`src/rtl/best_parent_subset_dp_defines.svh`:
```
// Assertion macros shared by the best_parent_subset_dp RTL.
// Each macro expects clk_i and rst_ni to exist in the module that uses it.
`ifndef BEST_PARENT_SUBSET_DP_DEFINES_SVH
`define BEST_PARENT_SUBSET_DP_DEFINES_SVH

// Same-cycle implication, checked outside reset.
`define BPSD_ASSERT_IMPL(lbl, ante, cons, msg) \
  lbl: assert property (@(posedge clk_i) disable iff (!rst_ni) (ante) |-> (cons)) \
    else $error(msg);

// Next-cycle implication, checked outside reset.
`define BPSD_ASSERT_NEXT(lbl, ante, cons, msg) \
  lbl: assert property (@(posedge clk_i) disable iff (!rst_ni) (ante) |=> (cons)) \
    else $error(msg);

`endif

```
`src/rtl/bpsd_pkg.sv`:
```
// Package for the best parent set block: field widths, register indexes,
// controller states and the command/status structs. No dependencies.
`timescale 1ns / 1ps
`default_nettype none

package bpsd_pkg;

  localparam int MASK_W    = 12;
  localparam int SCORE_W   = 32;
  localparam int CFG_W     = 4;
  localparam int CFG_IDX_W = 1;
  localparam int BIT_W     = $clog2(MASK_W);

  localparam int IN_DATA_W  = 48;  // mask + score, padded to bytes
  localparam int OUT_DATA_W = 56;  // mask + score + set

  localparam logic [CFG_IDX_W-1:0] CFG_NUM_VARS    = 1'b0;
  localparam logic [CFG_IDX_W-1:0] CFG_MAX_PARENTS = 1'b1;

  localparam logic [CFG_W-1:0] NUM_VARS_RST    = 4'd12;
  localparam logic [CFG_W-1:0] MAX_PARENTS_RST = 4'd12;

  typedef logic signed [SCORE_W-1:0] score_t;
  typedef logic [MASK_W-1:0]         mask_t;

  typedef enum logic [4:0] {
    ST_IDLE   = 5'b00001,
    ST_SCAN   = 5'b00010,
    ST_DRAIN  = 5'b00100,
    ST_FINISH = 5'b01000,
    ST_HOLD   = 5'b10000
  } state_e;

  // controller -> datapath
  typedef struct packed {
    logic load;    // capture input item, set up scan
    logic scan;    // visit one bit position, issue predecessor read
    logic finish;  // resolve result, write tables
    logic push;    // load output register
  } cmd_t;

  // datapath -> controller
  typedef struct packed {
    logic last_bit;  // scan sits on bit zero
    logic out_free;  // output register can take a result
  } status_t;

endpackage

`default_nettype wire

```
`src/rtl/bpsd_ctrl.sv`:
```
// Controller FSM for the best parent set block: input handshake and
// sequencing of scan, drain, finish and output push. Uses bpsd_pkg.
`timescale 1ns / 1ps
`default_nettype none
`include "best_parent_subset_dp_defines.svh"

module bpsd_ctrl
  import bpsd_pkg::*;
(
  input  wire logic    clk_i,
  input  wire logic    rst_ni,
  input  wire logic    in_valid_i,
  output logic         in_ready_o,
  input  wire status_t st_i,
  output cmd_t         cmd_o
);

  state_e state_q, state_d;

  always_comb begin
    state_d    = state_q;
    cmd_o      = '0;
    in_ready_o = 1'b0;
    unique case (state_q)
      ST_IDLE: begin
        in_ready_o = 1'b1;
        if (in_valid_i) begin
          cmd_o.load = 1'b1;
          state_d    = ST_SCAN;
        end
      end
      ST_SCAN: begin
        cmd_o.scan = 1'b1;
        if (st_i.last_bit) begin
          state_d = ST_DRAIN;
        end
      end
      ST_DRAIN: begin
        // last read data lands this cycle
        state_d = ST_FINISH;
      end
      ST_FINISH: begin
        cmd_o.finish = 1'b1;
        cmd_o.push   = st_i.out_free;
        state_d      = st_i.out_free ? ST_IDLE : ST_HOLD;
      end
      ST_HOLD: begin
        cmd_o.push = st_i.out_free;
        if (st_i.out_free) begin
          state_d = ST_IDLE;
        end
      end
      default: begin
        state_d = ST_IDLE;
      end
    endcase
  end

  always_ff @(posedge clk_i or negedge rst_ni) begin
    if (!rst_ni) begin
      state_q <= ST_IDLE;
    end else begin
      state_q <= state_d;
    end
  end

  `BPSD_ASSERT_NEXT(a_accept_starts_scan, in_valid_i && in_ready_o, state_q == ST_SCAN, "accept did not start scan")
  `BPSD_ASSERT_IMPL(a_push_needs_room, cmd_o.push, st_i.out_free, "push while output busy")
  `BPSD_ASSERT_NEXT(a_scan_ends, state_q == ST_SCAN && st_i.last_bit, state_q == ST_DRAIN, "scan did not end on bit zero")

endmodule

`default_nettype wire

```
`config.mk`:
```
export PLATFORM = sky130hd
export DESIGN_NAME = bpsd_ctrl
export DESIGN_NICKNAME = d
export VERILOG_FILES = /design/src/rtl/bpsd_pkg.sv /design/src/rtl/bpsd_ctrl.sv
export VERILOG_INCLUDE_DIRS = /design/src /design/src/rtl
export SDC_FILE = /design/constraint.sdc
export NUM_CORES = 1
export LEC_CHECK = 0
export BUFFER_PORTS_ARGS = -buffer_cell sky130_fd_sc_hd__buf_2
export CAP_MARGIN = 40
export CORE_AREA = 3 3 40 42
export DETAILED_ROUTE_END_ITERATION = 10
export DIE_AREA = 0 0 43 45
export PLACE_DENSITY = 0.48
export SKIP_CTS_REPAIR_TIMING = 1
export SLEW_MARGIN = 20
export SYNTH_ARGS = -nofsm -noshare
export SYNTH_HDL_FRONTEND = slang
export SYNTH_SLANG_ARGS = --single-unit
```
`constraint.sdc`:
```
create_clock -name clk_i -period 2.7 [get_ports clk_i]
set_input_delay 0.135 -clock clk_i [delete_from_list [all_inputs] [get_ports clk_i]]
set_output_delay 0.135 -clock clk_i [all_outputs]
set_load 0.02 [all_outputs]
```
==> impl_metrics.toml, run 1 <==
[outcome]
status = "finished clean"

[setup_path]
critPathTopFamily = "simple AND/OR/NAND/NOR gates"
max_stage_delay_ns = 0.43
cp_max_fo = 5
critical_path_class = "flop to primary output"
r2r-start = "state_q[2]"
crit_path_end_kind = "primary output"
reg2regPathDepth = 3
reg2reg_to = "state_q[2]"
worstPathCellList = "or3_4 > nor3b_4 > buf_2"
worst_setup_path_start_kind = "flop"
critPathCapture = "cmd_o[2]"
timing.critical_path.from = "state_q[2]"
worstPathArrival_ns = 1.50
worst-path-stages = 3
crit_buf_inv = 1
crit_slowest_cell = "or3_4"
critPathRequiredTime_ns = 2.57
rrSetupSlack_ns = 1.41

[finish]
drive_gt1_frac = 0.432
area_growth_pct = 33.6
reg_top3 = "state_q (5)"
largest-register = "state_q"
fin_nets = 43
largest_reg_flops = 5
diodes = 0

[floorplanning]
start_util = 0.214
die-area_um2 = 1940
fp.dieH_um = 45
rows = 13
io_pins = 10
fp.dieW_um = 43
core_um2 = 1280

[routing]
drt_iter0_markers = 1
wire_per_inst_um = 10.9
drc_errors = 0
via_per_inst = 4.44
routed_wl_um = 568
firstDrtPassIters = 2
ant_nets = 0
vias = 231

[timing]
relSlewSlack = 0.788
slew_violations = 0
timing.final.crit_share = 0.605
rsz0062_at_grt = "false"
clock_skew_ns = 0.000381
min_period_ns = 1.63
fmax_mhz = 613
hold_viol_final = 0
fin_ws_ns = 1.07
worstMarginPinSlew_ns = 0.315
finalSetupTns_ns = 0
finalSetupViolations = 0

[synth]
ys_top_cells_by_area = "dfrtp_1, dfstp_2, nor3b_4"
yosys_warnings = 0
yosysSeqAreaShare = 0.459
yosys.area.top_type_share = 0.364
synth_top_cell_by_area = "dfrtp_1"
syn_nets = 29
yosysUniqueCellTypes = 18
synth_seq_cells = 5
syn_inst = 24
syn_area_um2 = 275
syn_avg_cell_area_um2 = 11.5

[power]
ir_worst_vdd_mv = 0.215
power_density_nw_per_um2 = 885
p_leak_nw = 0.165

[placed_design]
portBuffers = 9
gp_congestion = 0.644
pre_cts_ws_ns = 1.31

[cts]
clockBufferDepth = 2
cts_made_buffers = 3
clk_pin_slew_ns = 0.04
htree_levels = 1
tritoncts = "yes"
clock-sinks = 5
cts_root_buf = "clkbuf_4"
clk_latency_ns = 0.24

[worst_hold_path]
hold_class = "primary input to flop"
hold_depth = 2

[global_routing]
grt_max_degree = 8
grt_pass1_wl_um = 1000
track_usage = 0.0745
grt_pass1_vias = 254
gr-total-overflow = 0
antenna_found_initial = 0

[run]
maxCapViolations = 0
==> routing by layer <==
layer / vias to the layer above / track usage / wire [um]
li1: 114 / - / -
met1: 105 / 0.0758 / 229
met5: - / 0 / 0
met2: 10 / 0.120 / 271
met4: 0 / 0.0723 / 15
met3: 2 / 0.0239 / 51
==> logic make-up after synthesis <==
kind of cell / after synthesis / share of synthesized area
and+or+nand+nor: 14 / 0.409
xor gates and xnor gates: 1 / 0.0318
buffers and inverters: 1 / 0.0273
AOI/OAI and AO/OA: 3 / 0.0727
DFF: 5 / 0.459
==> layout make-up <==
| type | count | area, um2 |
|---|---|---|
| multi-input cells | 18 | 141 |
| well taps | 15 | 18.8 |
| clock buffers | 4 | 26.3 |
| repair buffers | 10 | 55.1 |
| fillers | 145 | 917 |
| flip-flops and latches | 5 | 126 |
==> synth_stat cells <==
master,count
a21oi_1,1
and2_1,2
nand3b_1,1
a211oi_1,1
nor4_1,1
nor3b_4,1
dfrtp_1,4
dfstp_2,1
nor2b_1,1
buf_4,1
xnor2_1,1
o31ai_1,1
nor3_1,1
nor3b_1,1
nor2_1,2
or3_4,1
and4bb_2,1
or3b_1,2
==> metrics by stage <==
stage          instance area [um2]   util  hold slack (ns)  total power, mW  std cells
4_1_cts                        358  0.278           -0.303            0.332         51
3_3_place_gp                   332  0.258          -0.0466            0.240         47
5_1_grt                        368  0.286           0.0903            0.349         52
6_report                       368  0.286           0.0826            0.325         52
2_1_floorplan                  275      -           -0.161            0.210         24
3_5_place_dp                   332  0.258          -0.0454            0.244         47
==> cell usage in the layout (no fill, tap or decap) <==
cell / count
dfstp_2: 1
dfrtp_1: 4
dlygate4sd3_1: 1
or3_4: 1
or3b_1: 2
a211oi_1: 1
clkbuf_1: 1
xnor2_1: 1
and4bb_2: 1
o31ai_1: 1
nand3b_1: 1
nor2_1: 2
nor4_1: 1
nor3b_4: 1
buf_2: 9
nor3b_1: 1
nor3_1: 1
nor2b_1: 1
and2_1: 2
a21oi_1: 1
clkbuf_4: 3
==> report_power, final <==
part | total, mW | switching (mW) | leakage [nW] | internal (mW)
Combinational | 0.116 | 0.0623 | 0.0845 | 0.0532
Sequential | 0.126 | 0.0286 | 0.0651 | 0.0973
Clock | 0.0841 | 0.0283 | 0.0150 | 0.0557
==> how the worst min path moves through the flow <==
| stage | startpoint | end |
|---|---|---|
| final | st_i[0] | state_q[4] |
| after global routing | st_i[0] | state_q[4] |
| after CTS | rst_ni | state_q[4] |
| after detailed placement | rst_ni | state_q[1] |
| after global placement | rst_ni | state_q[1] |
| after floorplan | rst_ni | state_q[1] |
Note: power is estimated with default switching activity, not from simulation.
==> run 2: changes to the inputs <==
--- a/config.mk
+++ b/config.mk
@@ -11,7 +11,7 @@
 export CORE_AREA = 3 3 40 42
 export DETAILED_ROUTE_END_ITERATION = 10
 export DIE_AREA = 0 0 43 45
-export PLACE_DENSITY = 0.48
+export PLACE_DENSITY = 0.49
 export SKIP_CTS_REPAIR_TIMING = 1
 export SLEW_MARGIN = 20
 export SYNTH_ARGS = -nofsm -noshare
==> constraint.sdc (replaced) <==
create_clock -name clk_i -period 1.3 [get_ports clk_i]
set_input_delay 0.065 -clock clk_i [delete_from_list [all_inputs] [get_ports clk_i]]
set_output_delay 0.065 -clock clk_i [all_outputs]
set_load 0.02 [all_outputs]
==> impl_metrics.toml, run 2 (synthesized netlist as in run 1, its figures left out) <==
[setup_path]
cp_max_fo = 4
r2r-start = "state_q[2]"
worstPathArrival_ns = 1.41
crit_buf_inv = 1
crit_path_end_kind = "primary output"
rrSetupSlack_ns = -0.06
crit_slowest_cell = "or3_4"
worst_setup_path_start_kind = "flop"
critical_path_class = "flop to primary output"
reg2regPathDepth = 4
critPathRequiredTime_ns = 1.24
worstPathCellList = "or3_4 > nor3b_4 > buf_6"
reg2reg_to = "state_q[2]"
critPathTopFamily = "simple AND/OR/NAND/NOR gates"
max_stage_delay_ns = 0.44

[floorplanning]
die-area_um2 = 1940
core_um2 = 1280
fp.dieW_um = 43
fp.dieH_um = 45
rows = 13
io_pins = 10
start_util = 0.214

[routing]
firstDrtPassIters = 1
drc_errors = 0
routed_wl_um = 604
wire_per_inst_um = 10.6
drt_iter0_markers = 0
ant_nets = 0
vias = 245
via_per_inst = 4.30

[global_routing]
gr-total-overflow = 0
track_usage = 0.0695
antenna_found_initial = 0
grt_max_degree = 8
grt_pass1_vias = 247
grt_pass1_wl_um = 931

[finish]
regArea_um2 = 126
fillers = 136
multi_input_area_um2 = 160
fin_nets = 48
diodes = 0
largest-register = "state_q"
reg_top3 = "state_q (5)"
largest_reg_flops = 5
drive_gt1_frac = 0.571
final_common_cell = "buf_4"
area_growth_pct = 61.8
final_cell_mix = "buf_4, buf_2, dfrtp_1"

[power]
power_density_nw_per_um2 = 1820
ir_worst_vdd_mv = 0.729
p_leak_nw = 0.197
power_mw = 0.811

[timing]
clock_skew_ns = 0.00913
hold_viol_final = 0
slew_violations = 0
holdWs_ns = 0.0141
rsz0062_at_grt = "true"
worstMarginPinSlew_ns = 0.252
fin_ws_ns = -0.172
timing.final.crit_share = 1.13
fmax_mhz = 679
finalSetupViolations = 6
min_period_ns = 1.47
relSlewSlack = 0.831

[worst_hold_path]
hold_depth = 2
min_to = "state_q[4]"
hold_path_startpoint = "st_i[0]"
hold_class = "primary input to flop"

[cts]
clk_latency_ns = 0.24
htree_levels = 1
clk_pin_slew_ns = 0.04
clock-sinks = 5
clockBufferDepth = 2
cts_made_buffers = 3
tritoncts = "yes"
cts_root_buf = "clkbuf_4"

[outcome]
violations = "setup timing"
status = "finished with violations"

[placed_design]
portBuffers = 9
gp_congestion = 0.682

[run]
maxCapViolations = 0
## run 2: changes by cell type in the layout (fill, tap and decap cells not counted)
cell	before	now
buf_2	9	5
nor2_4	0	1
nor3b_1	1	0
nor3b_2	0	1
buf_6	0	3
nor4_1	1	0
buf_4	0	6
nor4_2	0	1
nor2_1	2	1
## run 2: through the flow
stage | TNS [ns] | area, um2 | instances | utilization | setup WS (ns)
global placement | 0 | 354 | 49 | 0.276 | 0.0316
global route | -0.958 | 445 | 57 | 0.347 | -0.271
detailed placement | 0 | 354 | 49 | 0.276 | 0.0205
floorplan | 0 | 283 | 24 | - | 0.0537
CTS | -0.799 | 380 | 53 | 0.296 | -0.238
finish | -0.563 | 445 | 57 | 0.347 | -0.172
## run 2: area by class of cell
type	count	share of cell area
tap	15	0.0421
clock buffer	4	0.0590
multi-input combinational	18	0.360
timing repair buffer	15	0.256
sequential	5	0.284
## run 2: metal layers
layer	GRT usage	wire length, um	up-vias
met5	0	0	-
met1	0.0733	254	111
met2	0.0958	273	10
met3	0.0717	76	0
li1	-	-	124
met4	0.0181	0	0
## run 2: worst register-to-register path, stage by stage, from the launching register on
cell and delay (ns):
dfrtp_1 0.37, or3_4 0.44, nor3b_4 0.23, buf_4 0.14, and2_1 0.12
## run 2: power breakdown
| group | total, mW | internal [mW] | switching [mW] |
|---|---|---|---|
| logic | 0.378 | 0.208 | 0.170 |
| clock network | 0.178 | 0.116 | 0.0624 |
| registers | 0.254 | 0.201 | 0.0528 |
| total | 0.811 | 0.526 | 0.285 |
## run 2: worst max-delay path by stage
stage / startpoint / slack [ns] / cells past startpoint / to
finish: state_q[2] / -0.17 / 3 / cmd_o[2]
global route: state_q[3] / -0.27 / 5 / cmd_o[0]
CTS: state_q[2] / -0.24 / 3 / cmd_o[2]
detailed placement: state_q[2] / 0.02 / 3 / cmd_o[2]
global placement: state_q[2] / 0.03 / 3 / cmd_o[2]
floorplan: state_q[2] / 0.05 / 3 / cmd_o[2]
